File: config.mk
export PLATFORM = sky130hd
export DESIGN_NAME = waveform_run_length_decoder
export DESIGN_NICKNAME = d
export VERILOG_FILES = /design/src/design/wrld_pkg.sv /design/src/design/waveform_run_length_decoder.sv /design/src/design/wrld_regs.sv
export SDC_FILE = /design/constraint.sdc
export NUM_CORES = 1
export LEC_CHECK = 0
export BUFFER_PORTS_ARGS = -buffer_cell sky130_fd_sc_hd__buf_2
export CAP_MARGIN = 40
export CORE_UTILIZATION = 35
export DETAILED_ROUTE_END_ITERATION = 8
export GPL_TIMING_DRIVEN = 1
export MAX_ROUTING_LAYER = met4
export PLACE_DENSITY_LB_ADDON = 0.1
export SLEW_MARGIN = 20
export SYNTH_ARGS = -nofsm -noshare
export SYNTH_HDL_FRONTEND = slang
export SYNTH_SLANG_ARGS = --single-unit
File: constraint.sdc
create_clock -name i_clk -period 8.3 [get_ports i_clk]
set_input_delay 0.415 -clock i_clk [delete_from_list [all_inputs] [get_ports i_clk]]
set_output_delay 0.415 -clock i_clk [all_outputs]
set_load 0.01 [all_outputs]
File: src/design/wrld_pkg.sv
`default_nettype none

package wrld_pkg;

    localparam int unsigned BYTE_W   = 8;
    localparam int unsigned PHASE_W  = 2;
    localparam int unsigned REPS_W   = 9;
    localparam int unsigned TOTAL_W  = 20;
    localparam int unsigned LIMIT_W  = 21;
    localparam int unsigned STATUS_W = 2;
    localparam int unsigned ADDR_W   = 4;
    localparam int unsigned DATA_W   = 32;
    localparam int unsigned OUT_W    = 40;

    localparam logic [TOTAL_W-1:0] TOTAL_SAT = '1;

    typedef enum logic [STATUS_W-1:0] {
        ST_RUN      = 2'd0,
        ST_END      = 2'd1,
        ST_OVERFLOW = 2'd2
    } t_status;

    typedef enum logic [1:0] {
        REG_END_CODE    = 2'd0,
        REG_TOGGLE_CODE = 2'd1,
        REG_MAX_LENGTH  = 2'd2
    } t_reg_idx;

    localparam logic [BYTE_W-1:0]  END_CODE_RST    = 8'd255;
    localparam logic [BYTE_W-1:0]  TOGGLE_CODE_RST = 8'd252;
    localparam logic [LIMIT_W-1:0] MAX_LENGTH_RST  = 21'd1048576;

    typedef struct packed {
        logic [BYTE_W-1:0]  end_code;
        logic [BYTE_W-1:0]  toggle_code;
        logic [LIMIT_W-1:0] max_length;
    } t_cfg;

endpackage

`default_nettype wire

File: src/design/waveform_run_length_decoder.sv
`default_nettype none

// Channel   Dir  Payload
// s_t*      in   tdata[7:0] byte_in; tuser start_of_stream
// m_t*      out  tuser status; tdata phases, repeat_count, total_values
// p*        in   APB registers: end_code @0x0, toggle_code @0x4, max_length @0x8
//
// One byte per cycle while no held result stalls the input register; m_tvalid follows
// the s_t* transfer through the input register, then the result register.
// Synchronous active-low reset clears modes, total and both valid flags.
// A held result stalls the input register only when m_tready is low.

module waveform_run_length_decoder (
    input  wire                              i_clk,
    input  wire                              i_rst_n,
    input  wire                              s_tvalid,
    output logic                             s_tready,
    input  wire  [7:0]                       s_tdata,  // [7:0] byte_in
    input  wire                              s_tuser,  // [0] start_of_stream
    output logic                             m_tvalid,
    input  wire                              m_tready,
    // [1:0] phase_0, [3:2] phase_1, [5:4] phase_2, [7:6] phase_3,
    // [16:8] repeat_count, [36:17] total_values, [39:37] zero
    output logic [wrld_pkg::OUT_W-1:0]       m_tdata,
    output logic [wrld_pkg::STATUS_W-1:0]    m_tuser,  // [1:0] status
    input  wire                              psel,
    input  wire                              penable,
    input  wire                              pwrite,
    input  wire  [wrld_pkg::ADDR_W-1:0]      paddr,
    input  wire  [wrld_pkg::DATA_W-1:0]      pwdata,
    output logic [wrld_pkg::DATA_W-1:0]      prdata,
    output logic                             pready
);

    wrld_pkg::t_cfg w_cfg;

    wrld_regs u_regs (
        .i_clk   (i_clk),
        .i_rst_n (i_rst_n),
        .psel    (psel),
        .penable (penable),
        .pwrite  (pwrite),
        .paddr   (paddr),
        .pwdata  (pwdata),
        .prdata  (prdata),
        .pready  (pready),
        .o_cfg   (w_cfg)
    );

    // input register
    logic                         r_in_valid;
    logic [wrld_pkg::BYTE_W-1:0]  r_in_byte;
    logic                         r_in_sos;

    // decoder state
    logic                         r_literal;
    logic                         r_await;
    logic [wrld_pkg::BYTE_W-1:0]  r_held;
    logic [wrld_pkg::LIMIT_W-1:0] r_total;
    logic                         r_done;

    // result register
    logic                         r_out_valid;
    wrld_pkg::t_status            r_out_status;
    logic [wrld_pkg::OUT_W-1:0]   r_out_data;

    logic                         w_out_free;
    logic                         w_step;

    logic                         n_literal;
    logic                         n_await;
    logic [wrld_pkg::BYTE_W-1:0]  n_held;
    logic [wrld_pkg::LIMIT_W-1:0] n_total;
    logic                         n_done;
    logic                         n_emit;
    wrld_pkg::t_status            n_status;
    logic [wrld_pkg::OUT_W-1:0]   n_data;

    logic                         c_literal;
    logic                         c_await;
    logic [wrld_pkg::BYTE_W-1:0]  c_held;
    logic [wrld_pkg::LIMIT_W-1:0] c_total;
    logic                         c_done;
    logic [wrld_pkg::BYTE_W-1:0]  c_byte;
    logic [wrld_pkg::REPS_W-1:0]  c_reps;
    logic [wrld_pkg::LIMIT_W:0]   c_sum;
    logic                         c_ovf;
    logic                         c_data_byte;

    assign w_out_free = !r_out_valid || m_tready;
    assign w_step     = r_in_valid && w_out_free;
    assign s_tready   = !r_in_valid || w_out_free;

    assign m_tvalid = r_out_valid;
    assign m_tuser  = r_out_status;
    assign m_tdata  = r_out_data;

    always_comb begin
        // start of stream clears everything before the byte is decoded
        c_literal = r_in_sos ? 1'b0 : r_literal;
        c_await   = r_in_sos ? 1'b0 : r_await;
        c_held    = r_in_sos ? '0   : r_held;
        c_total   = r_in_sos ? '0   : r_total;
        c_done    = r_in_sos ? 1'b0 : r_done;

        c_byte = c_await ? c_held : r_in_byte;
        c_reps = c_await ? ({1'b0, r_in_byte} + 9'd1) : 9'd1;
        c_sum  = {1'b0, c_total} + {11'd0, c_reps, 2'b00};
        c_ovf  = c_sum >= {1'b0, w_cfg.max_length};

        n_literal = c_literal;
        n_await   = c_await;
        n_held    = c_held;
        n_total   = c_total;
        n_done    = c_done;
        n_emit    = 1'b0;
        n_status  = wrld_pkg::ST_RUN;
        n_data    = '0;
        c_data_byte = 1'b0;

        if (!c_done) begin
            if (c_await) begin
                n_await     = 1'b0;
                c_data_byte = 1'b1;
            end else if (r_in_byte == w_cfg.end_code) begin
                n_done   = 1'b1;
                n_emit   = 1'b1;
                n_status = wrld_pkg::ST_END;
                n_data[36:17] = c_total[wrld_pkg::LIMIT_W-1] ? wrld_pkg::TOTAL_SAT
                                : c_total[wrld_pkg::TOTAL_W-1:0];
            end else if (r_in_byte == w_cfg.toggle_code) begin
                n_literal = !c_literal;
            end else if (c_literal) begin
                c_data_byte = 1'b1;
            end else begin
                n_held  = r_in_byte;
                n_await = 1'b1;
            end

            if (c_data_byte) begin
                n_emit = 1'b1;
                if (c_ovf) begin
                    n_done   = 1'b1;
                    n_status = wrld_pkg::ST_OVERFLOW;
                end else begin
                    n_total       = c_sum[wrld_pkg::LIMIT_W-1:0];
                    n_data[7:0]   = c_byte;
                    n_data[16:8]  = c_reps;
                end
            end
        end
    end

    always_ff @(posedge i_clk) begin
        if (!i_rst_n) begin
            r_in_valid  <= 1'b0;
            r_out_valid <= 1'b0;
            r_literal   <= 1'b0;
            r_await     <= 1'b0;
            r_held      <= '0;
            r_total     <= '0;
            r_done      <= 1'b0;
        end else begin
            if (s_tready) begin
                r_in_valid <= s_tvalid;
            end
            if (w_step) begin
                r_literal <= n_literal;
                r_await   <= n_await;
                r_held    <= n_held;
                r_total   <= n_total;
                r_done    <= n_done;
            end
            if (w_out_free) begin
                r_out_valid <= w_step && n_emit;
            end
        end
    end

    always_ff @(posedge i_clk) begin
        if (s_tready) begin
            r_in_byte <= s_tdata;
            r_in_sos  <= s_tuser;
        end
        if (w_step && n_emit) begin
            r_out_status <= n_status;
            r_out_data   <= n_data;
        end
    end

`ifndef NO_ASSERTIONS
    a_ovf_zero: assert property (@(posedge i_clk) disable iff (!i_rst_n)
        (r_out_valid && r_out_status == wrld_pkg::ST_OVERFLOW) |-> (r_out_data == '0))
        else $error("overflow result carries payload");

    a_done_after_end: assert property (@(posedge i_clk) disable iff (!i_rst_n)
        (w_step && n_emit && n_status != wrld_pkg::ST_RUN) |=> r_done)
        else $error("stream not closed after end or overflow");

    a_await_run: assert property (@(posedge i_clk) disable iff (!i_rst_n)
        r_await |-> !r_literal)
        else $error("count pending in literal mode");
`endif

endmodule

`default_nettype wire

File: src/design/wrld_regs.sv
`default_nettype none

module wrld_regs (
    input  wire                              i_clk,
    input  wire                              i_rst_n,
    input  wire                              psel,
    input  wire                              penable,
    input  wire                              pwrite,
    input  wire  [wrld_pkg::ADDR_W-1:0]      paddr,
    input  wire  [wrld_pkg::DATA_W-1:0]      pwdata,
    output logic [wrld_pkg::DATA_W-1:0]      prdata,
    output logic                             pready,
    output wrld_pkg::t_cfg                   o_cfg
);

    wrld_pkg::t_cfg   r_cfg;
    wrld_pkg::t_reg_idx w_idx;
    logic             w_wr;

    assign pready = 1'b1;
    assign w_wr   = psel && penable && pwrite;
    assign w_idx  = wrld_pkg::t_reg_idx'(paddr[3:2]);
    assign o_cfg  = r_cfg;

    always_ff @(posedge i_clk) begin
        if (!i_rst_n) begin
            r_cfg.end_code    <= wrld_pkg::END_CODE_RST;
            r_cfg.toggle_code <= wrld_pkg::TOGGLE_CODE_RST;
            r_cfg.max_length  <= wrld_pkg::MAX_LENGTH_RST;
        end else if (w_wr) begin
            unique case (w_idx)
                wrld_pkg::REG_END_CODE: begin
                    r_cfg.end_code <= pwdata[wrld_pkg::BYTE_W-1:0];
                end
                wrld_pkg::REG_TOGGLE_CODE: begin
                    r_cfg.toggle_code <= pwdata[wrld_pkg::BYTE_W-1:0];
                end
                wrld_pkg::REG_MAX_LENGTH: begin
                    r_cfg.max_length <= pwdata[wrld_pkg::LIMIT_W-1:0];
                end
                default: begin
                end
            endcase
        end
    end

    always_comb begin
        prdata = '0;
        unique case (w_idx)
            wrld_pkg::REG_END_CODE: begin
                prdata[wrld_pkg::BYTE_W-1:0] = r_cfg.end_code;
            end
            wrld_pkg::REG_TOGGLE_CODE: begin
                prdata[wrld_pkg::BYTE_W-1:0] = r_cfg.toggle_code;
            end
            wrld_pkg::REG_MAX_LENGTH: begin
                prdata[wrld_pkg::LIMIT_W-1:0] = r_cfg.max_length;
            end
            default: begin
            end
        endcase
    end

endmodule

`default_nettype wire

# After elaboration in Yosys (flattened, before gate mapping)
# Cells that the tools add are included.
[word_totals] in_bits=52 regBits=119 elab_cells=82 out_inout_bits=77
[classes] eq_ne=4 bitwise=2 reduce_logical=15 magnitude_cmp=1 n_addsub=2 n_mux=43
[op_table] operator="two-way mux 21 bit" count=4
[op_table] operator="two-way mux 8 bit" count=7
[op_table] operator="two-way mux 1 bit" count=26
[op_table] operator="one-hot mux 8 bit (3 select lines)" count=1
[op_table] operator="adder 21 x 11 -> 22 bit" count=1
[op_table] operator=">= comparator 22 x 21 -> 1 bit" count=1
[op_table] operator="two-way mux 20 bit" count=1
[op_table] operator="== test 8 bit" count=2
[op_table] operator="two-way mux 13 bit" count=1
[op_table] operator="adder 8 x 1 -> 9 bit, second input constant" count=1
[op_table] operator="two-way mux 9 bit" count=1
[op_table] operator="AND reduction 2 bit" count=3
[op_table] operator="OR reduction 3 bit" count=2
[op_table] operator="logical AND 1 bit" count=4
[op_table] operator="two-way mux 2 bit" count=2
[op_table] operator="zero test 1 bit" count=3
[op_table] operator="== test 2 x 1 -> 1 bit, second input constant" count=1
[op_table] operator="== test 2 bit, second input constant" count=1
[op_table] operator="zero test 2 bit" count=1
[op_table] operator="logical OR 1 bit" count=2
[op_table] operator="inverter 1 bit" count=2

# Logic depth before layout (Yosys ltp)
[depth] word_depth=9 mapped_depth=25

# Cells and area by module
# A second synthesis with hierarchy kept.
[unflattened] hier_cells=722 hier_area_um2=6829.0
[by_module_without_submodules] mod="waveform_run_length_decoder" area_each_um2=4932.2 cells_each=502 seq_area_each_um2=2122.0 instances=1
[by_module_without_submodules] mod="wrld_regs" area_each_um2=1896.8 cells_each=220 seq_area_each_um2=740.7 instances=1

# Worst setup path after synthesis
# No wires, ideal clock.
[synth_path] kind="reg2reg" startpoint="reg r_in_sos" endpoint="reg r_total[13] (netlist name)" setup_slack_ns=3.297 path_stages_with_launch=24 arrival_ns=4.881 path_cell_list="edfxtp_1 buf_2 nor2b_1 clkbuf_1 nand2_1 ha_1 inv_1 fa_1 nor2b_1 o31a_1 or4_1 a31o_2 and4_4 xnor2_1 ha_1 nand3_1 nor2_1 a2111oi_0 o21ai_1 nor3_2 nand2b_4 buf_6 o311a_1 a311o_1"
[synth_lines] item="start, declared" line="waveform_run_length_decoder.sv:53" text="logic r_in_sos;"
[synth_lines] item="start signal, assigned" line="waveform_run_length_decoder.sv:183" text="r_in_sos <= s_tuser;"
[synth_lines] item="two-way mux 1 bit *" line="waveform_run_length_decoder.sv:101" text="c_await = r_in_sos ? 1'b0 : r_await;"
[synth_lines] item="two-way mux 9 bit *" line="waveform_run_length_decoder.sv:107" text="c_reps = c_await ? ({1'b0, r_in_byte} + 9'd1) : 9'd1;"
[synth_lines] item="net c_reps, one bit" line="waveform_run_length_decoder.sv:85" text="logic [wrld_pkg::REPS_W-1:0] c_reps;"
[synth_lines] item="adder 21 x 11 -> 22 bit *" line="waveform_run_length_decoder.sv:108" text="c_sum = {1'b0, c_total} + {11'd0, c_reps, 2'b00};"
[synth_lines] item=">= comparator 22 x 21 -> 1 bit" line="waveform_run_length_decoder.sv:109" text="c_ovf = c_sum >= {1'b0, w_cfg.max_length};"
[synth_lines] item="two-way mux 21 bit *" line="waveform_run_length_decoder.sv:142" text="if (c_ovf) begin"
[synth_lines] item="two-way mux 21 bit *" line="waveform_run_length_decoder.sv:140" text="if (c_data_byte) begin"
[synth_lines] item="two-way mux 21 bit *" line="waveform_run_length_decoder.sv:121" text="if (!c_done) begin"
[synth_lines] item="end signal, assigned" line="waveform_run_length_decoder.sv:171" text="r_total <= n_total;"
[synth_lines] item="end, declared" line="waveform_run_length_decoder.sv:59" text="logic [wrld_pkg::LIMIT_W-1:0] r_total;"
# Mark *: on every way through the listed nets, which the timed path passes. The rest lies on a longest branch. The select of a mux whose other input is x is not followed.
# A chain may end at the register's enable or synchronous reset.

# Worst setup path in the final report
[layout_path] startpoint="reg r_in_sos" endpoint="reg r_total[9] (netlist name)"
# Same word-level chain as after synthesis.

==> impl_metrics.yaml <==
outcome:
  status: "complete, no violations"
clocking:
  cts_root_buf: "clkbuf_16"
  htreeDepth: 4
  cts_tree: "yes"
  path_clk_slew_ns: 0.05
  clock_sinks: 119
  cts_setup_buffers: 0
  cts_resized: 0
  clk_latency_ns: 0.42
  ctsLongestPathBuffers: 2
  postCtsHoldBufs: 0
  cts_buffers: 17
global_route:
  grt_antenna_before_repair: 1
  grt_overflow: 0
  grt_first_pass_wirelength_mm: 27.99
  grt_usage: 0.1896
  first_global_vias: 5181
  grt_max_degree: 71
logic_synthesis:
  synth_edf_count: 48
  synth_cells: 746
  async_reset_ff_frac: 0
  seq_area_frac_synth: 0.4263
  yosysTopAreaCell: "edfxtp_1"
  synthFlopType: "dfxtp_1"
  synthTopCellsByArea: "edfxtp_1 (21%), dfxtp_1 (21%), nand2_1 (6.7%), ha_1 (6.1%), a21oi_1 (2.8%)"
  synth_top_area_frac: 0.2146
  ys_types: 73
  synth-seq-cells: 119
  synth_warnings: 0
  netlist_area_um2: 6715
  syn_area_per_cell_um2: 9.002
critical_path:
  cp_max_fo: 22
  worstSetupPathType: "reg2reg"
  start_kind: "flop"
  cp.arrival_ns: 6.75
  slowest_stage: "nand2b_1"
  path_cells: "nand2b_1, nor2_1, ha_1, nor2b_1, o31a_1, or4_1, a31o_2, and4_4, xnor2_1, ha_1, nand3_1, nor2_1, a2111oi_0, o21ai_1, nor3_1, nand2_1, nand3_1, nor4bb_1"
  critPathRequiredTime_ns: 8.63
  endpoint_kind: "flop"
  r2r_slack_ns: 1.87
  max_stage_delay_ns: 0.72
  worst_r2r_startpoint: "r_in_sos"
  r2r_end: "r_total[9]"
  r2r_cells: 18
  crit_start: "r_in_sos"
cells_and_area:
  final_cell_mix: "nand2_1 (120), buf_2 (102), dfxtp_1 (71)"
  nets: 916
  final_common_cell: "nand2_1"
  drive_above_1_share: 0.1922
  instances_no_fill: 1078
  fillers: 1889
  post-route-util: 0.4233
  area_growth_pct: 18.32
power_and_ir_drop:
  power_density_nw_per_um2: 185.0
  vdd_drop_max_v: 0.0001413
  design_power_total_uw: 1470
  p_leak_uw: 0.003291
floorplanning:
  die_h_um: 140.5
  initial_core_util: 0.3578
  dieArea_um2: 19740
  die_w_um: 140.5
  num_io_pins: 129
  coreArea_um2: 18770
  rows: 50
placed_design:
  gp_congestion: 0.8434
  dpl.hpwl_mm: 13.31
  dp.cells: 1044
  port_buffers: 100
  dp_slack_ns: 2.026
timing:
  maxSlewViolCount: 0
  max_slew_margin: 0.4586
  hold_violations: 0
  worst_slack_ns: 1.874
  finClkSkew_ns: 0.008407
  fin_tns_setup_ns: 0
  fmax_ghz: 0.1556
  worstMarginPinSlew_ns: 0.8121
  period_minus_slack_ns: 6.426
  setup_viol: 0
  finalCritPeriodShare: 0.7742
  rsz0062_at_grt: "no"
route:
  drt_iter0_drc: 304
  dr.pass1.iters: 5
  drt-total-wl_mm: 17.76
  drc: 0
  wl_per_cell_um: 16.48
  dr_total_vias: 5461
  ant_nets: 0
  viasPerCell: 5.066
run:
  max_cap_viol_count: 0
worst_hold_path:
  hold_class: "in2reg"
  hp-start: "s_tdata[7]"
  hold_depth: 1
  holdPathEnd: "r_in_byte[7]"
-- cell families (layout without fill, tap and decap cells) --
kind of cell,Yosys count,count (layout),synth area share
adder cells (fa/ha/maj),34,34,0.06447
multiplexers,9,9,0.01342
flip-flops,119,119,0.4263
AO/OA/AOI/OAI,152,152,0.1580
AND/OR/NAND/NOR,306,306,0.2286
buffers and inverters,89,173,0.06242
XOR/XNOR,35,35,0.04565
other,2,16,0.001118
-- final cells by class --
type	count	area, um2	share of cell area
sequential	119	2863	0.3603
clock buffer	19	442.9	0.05575
clock inverter	13	155.1	0.01953
timing repair buffer	109	570.5	0.07181
tap	234	292.8	0.03685
multi-input combinational	551	3498	0.4403
inverter	32	120.1	0.01512
antenna	1	2.502	0.0003150
-- through the flow --
| step | area [um2] | hold slack, ns |
|---|---|---|
| 6_report | 7945 | 0.1713 |
| 3_3_place_gp | 7312 | 0.4415 |
| 2_1_floorplan | 6764 | 0.4342 |
| 4_1_cts | 7935 | 0.1554 |
| 5_1_grt | 7945 | 0.1571 |
| 3_5_place_dp | 7337 | 0.4485 |
-- power by group --
part	internal, uW	switching, uW	total, uW
Combinational	38.6	60.0	98.6
Sequential	616	13.2	629
Clock	477	265	742
Total	1130	339	1470
-- flip-flops by register name, indices dropped and copies added, names as in the netlist --
signal        cells
m_tdata          37
u_regs.o_cfg     37
r_total          21
r_held            8
r_in_byte         8
m_tuser           2
m_tvalid          1
r_await           1
r_done            1
r_in_sos          1
r_in_valid        1
r_literal         1
-- worst max path at each step --
stage | to | cells after the start | slack (ns)
after global routing | r_total[9] | 18 | 1.36
after CTS | r_total[9] | 18 | 1.94
after detailed placement | r_total[9] | 18 | 2.03
after floorplan | r_total[13] | 23 | 3.30
final | r_total[9] | 18 | 1.87
after global placement | r_total[9] | 18 | 2.04
-- metal layers --
metal,track usage,share of wire
met5,-,0
met4,0.06293,0.016
met3,0.03419,0.044
met2,0.2892,0.45
met1,0.2534,0.49
-- cells in the mapped netlist (all sizes together), types with 8 or more instances --
master  number
o21ai       24
ha          33
nand3       26
a21boi      23
a22oi        9
nand4        8
edfxtp      48
o21a        15
xor2        15
a21oi       39
clkbuf      27
nor3        12
and3        11
nand2b      13
xnor2       20
nand2      120
buf         30
dfxtp       71
inv         31
and2        15
nor2b       26
nor2        48
mux2i        9
-- worst max-delay path, delay by kind of cell, from the launching register on --
kind,cells,cell delay (ns)
simple gates,11,3.46
compound gates,4,1.19
flops,1,0.70
fa+ha+maj,2,0.70
xor+xnor,1,0.29
Power figures use the tool's default switching activity.
